==> src/sv/cqft_pkg.sv <==
// Shared types and constants of the quoted-field CSV tokenizer.
package cqft_pkg;

    localparam logic [7:0] CH_QUOTE  = 8'h22;
    localparam logic [7:0] CH_LF     = 8'h0A;
    localparam logic [7:0] CH_CR     = 8'h0D;
    localparam logic [7:0] SEP_RESET = 8'h2C;

    localparam logic [1:0] KIND_CONTENT = 2'd0;
    localparam logic [1:0] KIND_FIELD   = 2'd1;
    localparam logic [1:0] KIND_RECORD  = 2'd2;

    typedef struct packed {
        logic [7:0] in_byte;
        logic       end_of_input;
    } in_item_t;

    typedef struct packed {
        logic [7:0] out_byte;
        logic [1:0] token_kind;
    } out_item_t;

    typedef struct packed {
        logic inside_quotes;
        logic quote_seen_pending;
        logic carriage_return_seen;
        logic record_begun;
    } tok_state_t;

endpackage

==> src/sv/cqft_decode.sv <==
// Per-byte token decision: next parser state and the token, if any, for one word.
module cqft_decode (
    input  cqft_pkg::tok_state_t state,
    input  cqft_pkg::in_item_t   item,
    input  logic [7:0]           field_separator,
    output cqft_pkg::tok_state_t state_next,
    output logic                 emit,
    output cqft_pkg::out_item_t  token
);
    import cqft_pkg::*;

    logic       go_on;
    logic [7:0] b;

    assign b = item.in_byte;

    always_comb
    begin
        state_next = state;
        emit       = 1'b0;
        token      = '0;
        go_on      = 1'b1;

        if (item.end_of_input)
        begin
            // Flush: close an open record and return to the start state.
            state_next       = '0;
            emit             = state.record_begun;
            token.token_kind = KIND_RECORD;
        end
        else
        begin
            if (state.carriage_return_seen)
            begin
                state_next.carriage_return_seen = 1'b0;
                if (b == CH_LF)
                begin
                    go_on = 1'b0;
                end
            end

            if (go_on && state.quote_seen_pending)
            begin
                state_next.quote_seen_pending = 1'b0;
                if (b == CH_QUOTE)
                begin
                    // A doubled quote inside a span stands for one quote byte.
                    state_next.record_begun = 1'b1;
                    emit                    = 1'b1;
                    token.out_byte          = CH_QUOTE;
                    token.token_kind        = KIND_CONTENT;
                    go_on                   = 1'b0;
                end
                else
                begin
                    state_next.inside_quotes = 1'b0;
                end
            end

            if (go_on)
            begin
                if (state_next.inside_quotes)
                begin
                    state_next.record_begun = 1'b1;
                    if (b == CH_QUOTE)
                    begin
                        state_next.quote_seen_pending = 1'b1;
                    end
                    else
                    begin
                        emit             = 1'b1;
                        token.out_byte   = b;
                        token.token_kind = KIND_CONTENT;
                    end
                end
                else if (b == CH_QUOTE)
                begin
                    state_next.inside_quotes = 1'b1;
                    state_next.record_begun  = 1'b1;
                end
                else if (b == CH_LF || b == CH_CR)
                begin
                    state_next.carriage_return_seen = (b == CH_CR);
                    state_next.record_begun         = 1'b0;
                    emit                            = 1'b1;
                    token.token_kind                = KIND_RECORD;
                end
                else
                begin
                    state_next.record_begun = 1'b1;
                    emit                    = 1'b1;
                    if (b == field_separator)
                    begin
                        token.token_kind = KIND_FIELD;
                    end
                    else
                    begin
                        token.out_byte   = b;
                        token.token_kind = KIND_CONTENT;
                    end
                end
            end
        end
    end

endmodule

==> src/sv/csv_quoted_field_tokenizer_core.sv <==
// Top level of the quoted-field CSV tokenizer: input register, decode, result register.
// A token reaches out_valid after its word passes from the input register through decode into the result register.
// Throughput: one word per cycle unless a token waits on a full result register; the parser
// state updates once per word in the decode step, also for a word that yields no token.
// Reset (rst_n low, asynchronous) empties both registers, clears the parser state
// and sets the field separator to a comma.
module csv_quoted_field_tokenizer_core (
    input  logic                clk,
    input  logic                rst_n,
    input  logic                in_valid,
    output logic                in_ready,
    input  cqft_pkg::in_item_t  in_data,
    output logic                out_valid,
    input  logic                out_ready,
    output cqft_pkg::out_item_t out_data,
    input  logic                cfg_wr_en,
    input  logic [7:0]          cfg_wr_data
);
    import cqft_pkg::*;

    logic [7:0] sep_val_reg;

    logic       s1_valid_reg;
    in_item_t   s1_data_reg;

    tok_state_t state_reg;
    tok_state_t state_next;

    logic       out_valid_reg;
    out_item_t  out_data_reg;

    logic       emit;
    out_item_t  token;
    logic       out_free;
    logic       s1_go;

    cqft_decode u_decode (
        .state           (state_reg),
        .item            (s1_data_reg),
        .field_separator (sep_val_reg),
        .state_next      (state_next),
        .emit            (emit),
        .token           (token)
    );

    // A word leaves the input register when its token has room, or when it has no token.
    assign out_free = !out_valid_reg || out_ready;
    assign s1_go    = s1_valid_reg && (out_free || !emit);
    assign in_ready = !s1_valid_reg || s1_go;

    assign out_valid = out_valid_reg;
    assign out_data  = out_data_reg;

    always_ff @(posedge clk or negedge rst_n)
    begin
        if (!rst_n)
        begin
            sep_val_reg <= SEP_RESET;
        end
        else if (cfg_wr_en)
        begin
            sep_val_reg <= cfg_wr_data;
        end
    end

    always_ff @(posedge clk or negedge rst_n)
    begin
        if (!rst_n)
        begin
            s1_valid_reg  <= 1'b0;
            state_reg     <= '0;
            out_valid_reg <= 1'b0;
        end
        else
        begin
            if (in_ready)
            begin
                s1_valid_reg <= in_valid;
            end
            if (s1_go)
            begin
                state_reg <= state_next;
            end
            if (s1_go && emit)
            begin
                out_valid_reg <= 1'b1;
            end
            else if (out_ready)
            begin
                out_valid_reg <= 1'b0;
            end
        end
    end

    always_ff @(posedge clk)
    begin
        if (in_ready && in_valid)
        begin
            s1_data_reg <= in_data;
        end
        if (s1_go && emit)
        begin
            out_data_reg <= token;
        end
    end

endmodule

==> config.mk <==
export PLATFORM = sky130hd
export DESIGN_NAME = csv_quoted_field_tokenizer_core
export DESIGN_NICKNAME = d
export VERILOG_FILES = /design/src/sv/cqft_pkg.sv /design/src/sv/cqft_decode.sv /design/src/sv/csv_quoted_field_tokenizer_core.sv
export SDC_FILE = /design/constraint.sdc
export NUM_CORES = 1
export LEC_CHECK = 0
export ABC_AREA = 0
export CORE_UTILIZATION = 36
export DETAILED_ROUTE_END_ITERATION = 8
export DONT_BUFFER_PORTS = 1
export PLACE_DENSITY_LB_ADDON = 0.25
export SYNTH_ARGS = -nofsm -noshare
export SYNTH_HDL_FRONTEND = slang
export SYNTH_SLANG_ARGS = --single-unit
==> constraint.sdc <==
create_clock -name clk -period 2.2 [get_ports clk]
set_input_delay 0.44 -clock clk [delete_from_list [all_inputs] [get_ports clk]]
set_output_delay 0.44 -clock clk [all_outputs]
set_load 0.01 [all_outputs]
# Word level (Yosys, flattened, before mapping)

Cells that the tools add are included.

Output and inout port bits: 12
Bits in registers: 33

Muxes and demuxes: 39
Reductions and logical operators: 15
Equality and inequality tests: 4

Operators with widths:

| cell                                                                  | number |
|---|---|
| 10-bit 2-to-1 mux                                                     | 5 |
| 1-bit 2-to-1 mux                                                      | 26 |
| 8-bit 2-to-1 mux                                                      | 3 |
| 8-bit by 4-bit equality test with 1-bit output, second input constant | 2 |
| 8-bit by 6-bit equality test with 1-bit output, second input constant | 1 |
| 8-bit equality test                                                   | 1 |
| 4-bit 2-to-1 mux                                                      | 2 |
| 2-bit 2-to-1 mux                                                      | 3 |
| 3-bit nonzero test                                                    | 2 |
| 1-bit logical AND                                                     | 4 |
| 1-bit logical OR                                                      | 4 |
| 1-bit logical NOT                                                     | 3 |
| 3-bit AND reduction                                                   | 1 |
| 2-bit nonzero test                                                    | 1 |

# Longest topological paths before layout

Word-level depth: 14
Depth in mapped cells: 5
Depth with buffers taken out: 5

# By module

Synthesis repeated with hierarchy kept, for this count alone.

Cells, all modules: 132
Area total of the unflattened synthesis: 1,611.5 um^2

Modules (own cells, without submodules):

| module                          | cells an instance | area each (um^2) | instances |
|---|---|---|---|
| csv_quoted_field_tokenizer_core | 68                | 1,182.4          | 1 |
| cqft_decode                     | 64                | 429.2            | 1 |

# Worst setup path before layout

Ideal clock, no wire load.

Path kind: register to register
From: register s1_data_reg[5] (netlist name)
To: register s1_data_reg[0] (netlist name) (enable)
Setup slack: 226 ps
Required time: 1,825 ps
Path buffers: 0
Cell stages (with the launch flop): 6
Library setup time: 375 ps
Arrival: 1,599 ps
Period minus slack after synthesis: 1,974 ps
Path through: edfxtp_1 -> nor4_1 -> o211ai_1 -> o211ai_1 -> nor2_1 -> nor2b_1

Word-level cells in the longest chain between the ends: 14
Elaborated cells on any way between the ends: 19
Those cells by class: eq/ne (2); mux (11); reduce/logical (6)

Ends and longest elaborated chain:

| item                                                  | line                                                    | text |
|---|---|---|
| start: declaration                                    | csv_quoted_field_tokenizer_core.sv:24                   | `in_item_t s1_data_reg;` |
| start signal: assignment                              | csv_quoted_field_tokenizer_core.sv:99                   | `s1_data_reg <= in_data;` |
| 8-bit by 4-bit equality test with 1-bit output        | cqft_decode.sv:36                                       | `if (b == CH_LF)` |
| 1-bit 2-to-1 mux                                      | cqft_decode.sv:36                                       |  |
| 1-bit 2-to-1 mux                                      | cqft_decode.sv:33                                       | `if (state.carriage_return_seen)` |
| 1-bit 2-to-1 mux                                      | cqft_decode.sv:24                                       | `if (item.end_of_input)` |
| 1-bit 2-to-1 mux or 1-bit logical AND (tied branches) | cqft_decode.sv:45, cqft_decode.sv:42                    |  |
| 1-bit 2-to-1 mux                                      | cqft_decode.sv:42                                       | `if (go_on && state.quote_seen_pending)` |
| 1-bit 2-to-1 mux, on equally long branches            | cqft_decode.sv:24, cqft_decode.sv:65, cqft_decode.sv:76 |  |
| 1-bit 2-to-1 mux *                                    | cqft_decode.sv:60                                       | `if (go_on)` |
| 1-bit 2-to-1 mux *                                    | cqft_decode.sv:24                                       |  |
| 1-bit logical NOT *                                   | csv_quoted_field_tokenizer_core.sv:48                   | `assign s1_go = s1_valid_reg && (out_free \|\| !emit);` |
| 1-bit logical OR *                                    | csv_quoted_field_tokenizer_core.sv:48                   |  |
| 1-bit logical AND *                                   | csv_quoted_field_tokenizer_core.sv:48                   |  |
| 1-bit logical OR *                                    | csv_quoted_field_tokenizer_core.sv:49                   | `assign in_ready = !s1_valid_reg \|\| s1_go;` |
| 1-bit logical AND *                                   | csv_quoted_field_tokenizer_core.sv:97                   | `if (in_ready && in_valid)` |

Mark *: on every way between the ends. The rest lies on a longest branch, timed or not. The select of a mux whose other input is x is not followed.
A chain may end at the register's enable or synchronous reset.

# Worst setup path in the final report

From: register s1_data_reg[6] (netlist name)
To: output port in_ready

Word-level cells in the longest chain between the ends: 13
Elaborated cells on any way between the ends: 18
Those cells by class: eq/ne (2); mux (11); reduce/logical (5)

Ends and longest elaborated chain:

| item                                                  | line                                                    | text |
|---|---|---|
| 8-bit by 4-bit equality test with 1-bit output        | cqft_decode.sv:36                                       |  |
| 1-bit 2-to-1 mux                                      | cqft_decode.sv:36                                       |  |
| 1-bit 2-to-1 mux                                      | cqft_decode.sv:33                                       |  |
| 1-bit 2-to-1 mux                                      | cqft_decode.sv:24                                       |  |
| 1-bit 2-to-1 mux or 1-bit logical AND (tied branches) | cqft_decode.sv:45, cqft_decode.sv:42                    |  |
| 1-bit 2-to-1 mux                                      | cqft_decode.sv:42                                       |  |
| 1-bit 2-to-1 mux, on equally long branches            | cqft_decode.sv:24, cqft_decode.sv:65, cqft_decode.sv:76 |  |
| 1-bit 2-to-1 mux *                                    | cqft_decode.sv:60                                       |  |
| 1-bit 2-to-1 mux *                                    | cqft_decode.sv:24                                       |  |
| 1-bit logical NOT *                                   | csv_quoted_field_tokenizer_core.sv:48                   |  |
| 1-bit logical OR *                                    | csv_quoted_field_tokenizer_core.sv:48                   |  |
| 1-bit logical AND *                                   | csv_quoted_field_tokenizer_core.sv:48                   |  |
| 1-bit logical OR *                                    | csv_quoted_field_tokenizer_core.sv:49                   |  |
| end: declaration                                      | csv_quoted_field_tokenizer_core.sv:11                   | `output logic in_ready,` |

Marks and branches as above.

==> metrics.md <==
| Metric | Value |
|---|---|
| Status | completed |
| CTS HTree Levels | 2 |
| Total grt overflow | 0 |
| Clock Tree Buf Depth | 2 |
| Filler Cells Inserted | 374 |
| Number of global-route vias before repair | ~940 |
| Hpwl dp | 2.02 mm |
| Synth area leaders | edfxtp_1 (38%), dfrtp_1 (18%), mux2_2 (6.8%) |
| Asr flop ratio synth | a little over two fifths |
| First-pass GRT wire length | 4.50 mm |
| Clk sinks | 33 |
| Combinational family with the most area after synthesis | simple AND/OR/NAND/NOR gates |
| Critical Path RT | 1760 ps |
| Initial antenna violation count | 0 |
| Top cell by count, worst path | o211ai_1 |
| Post-Synth XOR/XNOR Area | 4.67% |
| IO Port Bufs | 0 |
| CP max stage cell | edfxtp_1 |
| Pwr Total | 0.00147 W |
| Hold Vio Cnt, Final | 0 |
| Count leader, synth | edfxtp_1 |
| CORE AREA | 0.00400 mm2 |
| Final WL | approximately 2.8 mm |
| Lkg Pwr | around 0.67 nW |
| Final slew viol count | 0 |
| Pre-antenna DRT Iters | 4 |
| Vias per cell | 5.15 |
| Buf/Inv on CP | 1 |
| Post-Synthesis Cells | 107 |
| PwrDens | 834 mW/mm2 |
| Setup_tns | 0 ps |
| Die height | 66.6 um |
| Tmin final | 2110 ps |
| Post-Synth Adder-Cell Area | 0% |
| Max Clock Freq | 475 MHz |
| Synth Flop Type | edfxtp_1 |
| Total global-route track usage | 14.8% |
| Worst clock skew | 8.96 ps |
| DRC errors left | 0 |
| Clock-pin slew on the worst setup and hold paths | 60 ps |
| Largest net degree at the start of global routing | 15 |
| Yosys warns | 0 |
| Critical-path maximum fanout | 4 |
| Synth Cell Area | 0.00150 mm2 |
| Die Wd | ~67 um |
| Max_slew headroom | around 57% |
| Least-Margin Pin Slew | 636 ps |
| Hold Crit Start | in_data[7] |
| Post-route ant nets | 0 |
| Antenna fix cells | 0 |
| End of the worst register-to-register path | s1_data_reg[6] |
| Compound-gate portion of the synthesized area | 9.33% |
| Max rail drop VDD | 0.366 mV |
| Syn Nets | 129 |
| Post-synthesis sequential area ratio | 61.6% |
| Synth top area share | 38.0% |
| Hold path endpoint | s1_data_reg[7] |
| Max-Cap Viols | 0 |
| # setup viols final | 0 |
| Simple-Gate Fraction of Synth Area | 15.8% |
| Worst reg-to-reg path cell count | 6 |
| Vias | 911 |
| Area grow syn2layout | 17.7% |
| Multi-input gate area | 573 um2 |
| Worst endpoint data arrival time | around 1700 ps |
| Reg2Reg Launch Point | s1_data_reg[3] |
| Reg area | 925 um2 |
| Row cnt | 23 |
| Worst path cell trace | and3b_1, o211ai_1, o211ai_1, nor2_1, inv_1 |
| R2r setup slk | about 320 ps |
| Share of cells above drive strength 1 | 37.0% |
| Mux contribution to synthesized area | under 10% |
| Distinct cells, synth | 39 |
| Startpoint types | flop |
| Critical path class | reg -> out |
| Initial Util | 37.5% |
| #FFs+latches synth | 33 |
| Worst hold path stage count | 0 |
| Worst path top cell family by delay | compound AO/OA/AOI/OAI gates |
| Worst hold path type | in -> reg |
| Post-Syn Area per Cell | 14.0 um2 |
| Flip-flop count of the largest register after layout | 10 |
| Final period util | 95.7% |
| List of most frequent post-synthesis cells | edfxtp_1 (19), dfrtp_1 (11), mux2_2 (9) |
| Latest clock arrival within the worst-skew pair | around 290 ps |
| CP Capture Type | primary output |
| Post-synth EDFFs | 19 |
| Area leader, netlist | edfxtp_1 |
| Top Ports | 34 |
| Final net count | 148 |
| CTS tree | done |
| DIE AREA | about 0.0044 mm2 |
| 1st-iter DRT viols | 35 |
| Clk root buf | clkbuf_8 |
| Placer Congestion | 0.785 |
| Average routed wire per standard cell | 15.6 um |
| CTS buffer count | 5 |
| CP max stage delay | 400 ps |
| RSZ-0062 raised after global routing | no |
## layout make-up
class	instances	area share (%)
flip-flops and latches	33	52.3
multi-input cells	69	32.4
repair buffers	13	5.67
clock buffers	6	4.67
well taps	50	3.54
inverters	4	0.850
clock inverters	2	0.496
## cells in the final DEF (no fill, tap or decap), types with 3 or more instances in the layout
| cell type | count |
|---|---|
| nor2_1 | 4 |
| mux2_2 | 9 |
| dfstp_2 | 3 |
| o211ai_1 | 3 |
| buf_4 | 12 |
| dfrtp_1 | 11 |
| nor2b_1 | 4 |
| nor2b_2 | 5 |
| clkbuf_8 | 6 |
| nand2_1 | 4 |
| xnor2_1 | 8 |
| a31o_2 | 3 |
| inv_1 | 4 |
| edfxtp_1 | 19 |
## where the power goes
part           leakage [nW]  total [W]  internal [W]  switching, W
registers             0.349   0.000801      0.000743     0.0000580
logic                 0.276   0.000209      0.000104      0.000104
clock network        0.0486   0.000464      0.000248      0.000216
total                 0.674    0.00147       0.00109      0.000379
## worst max path at each step
stage	end	from	depth (start not counted)	slack, ps
global route	in_ready	s1_data_reg[4]	5	10
detailed placement	s1_data_reg[7]	s1_data_reg[5]	6	250
CTS	in_ready	s1_data_reg[6]	5	5
global placement	s1_data_reg[3]	s1_data_reg[5]	6	270
floorplan	s1_data_reg[0]	s1_data_reg[5]	5	230
finish	in_ready	s1_data_reg[6]	5	90
## stage by stage
stage          worst slack [ps]  hold WS (ps)  std cells  util, %  cell area [um2]
3_5_place_dp                248           145        158     39.4             1580
2_1_floorplan               226           144        107        -             1500
3_3_place_gp                272           145        158     39.4             1580
6_report                   95.0           248        177     44.2             1770
4_1_cts                    5.05           236        168     42.3             1690
5_1_grt                    10.4           229        177     44.2             1770
## cells by family (layout without fill, tap and decap cells)
group | Yosys count | after routing
xor+xnor | 8 | 8
simple gates | 35 | 35
flops | 33 | 33
compound gates | 16 | 16
mux | 10 | 10
buf+inv | 5 | 25
## timing repair
| item | in CTS | in global routing |
|---|---|---|
| setup endpoints to repair | 1 | 1 |
| resized for setup | 1 | 1 |
| endpoints found under the hold margin | 14 | 0 |
| pin swaps | 0 | 2 |
| hold buffers | 1 | 0 |
| setup buffers | 1 | 9 |
## metal layers
metal | vias up | global-route usage (%) | share of wire (%)
met5 | - | 0 | 0
met4 | 0 | 8.78 | 2.6
met3 | 7 | 5.99 | 5.8
met2 | 32 | 22.6 | 47
met1 | 440 | 17.2 | 44
li1 | 432 | - | -
No activity file was read; power rests on OpenSTA's default activity.
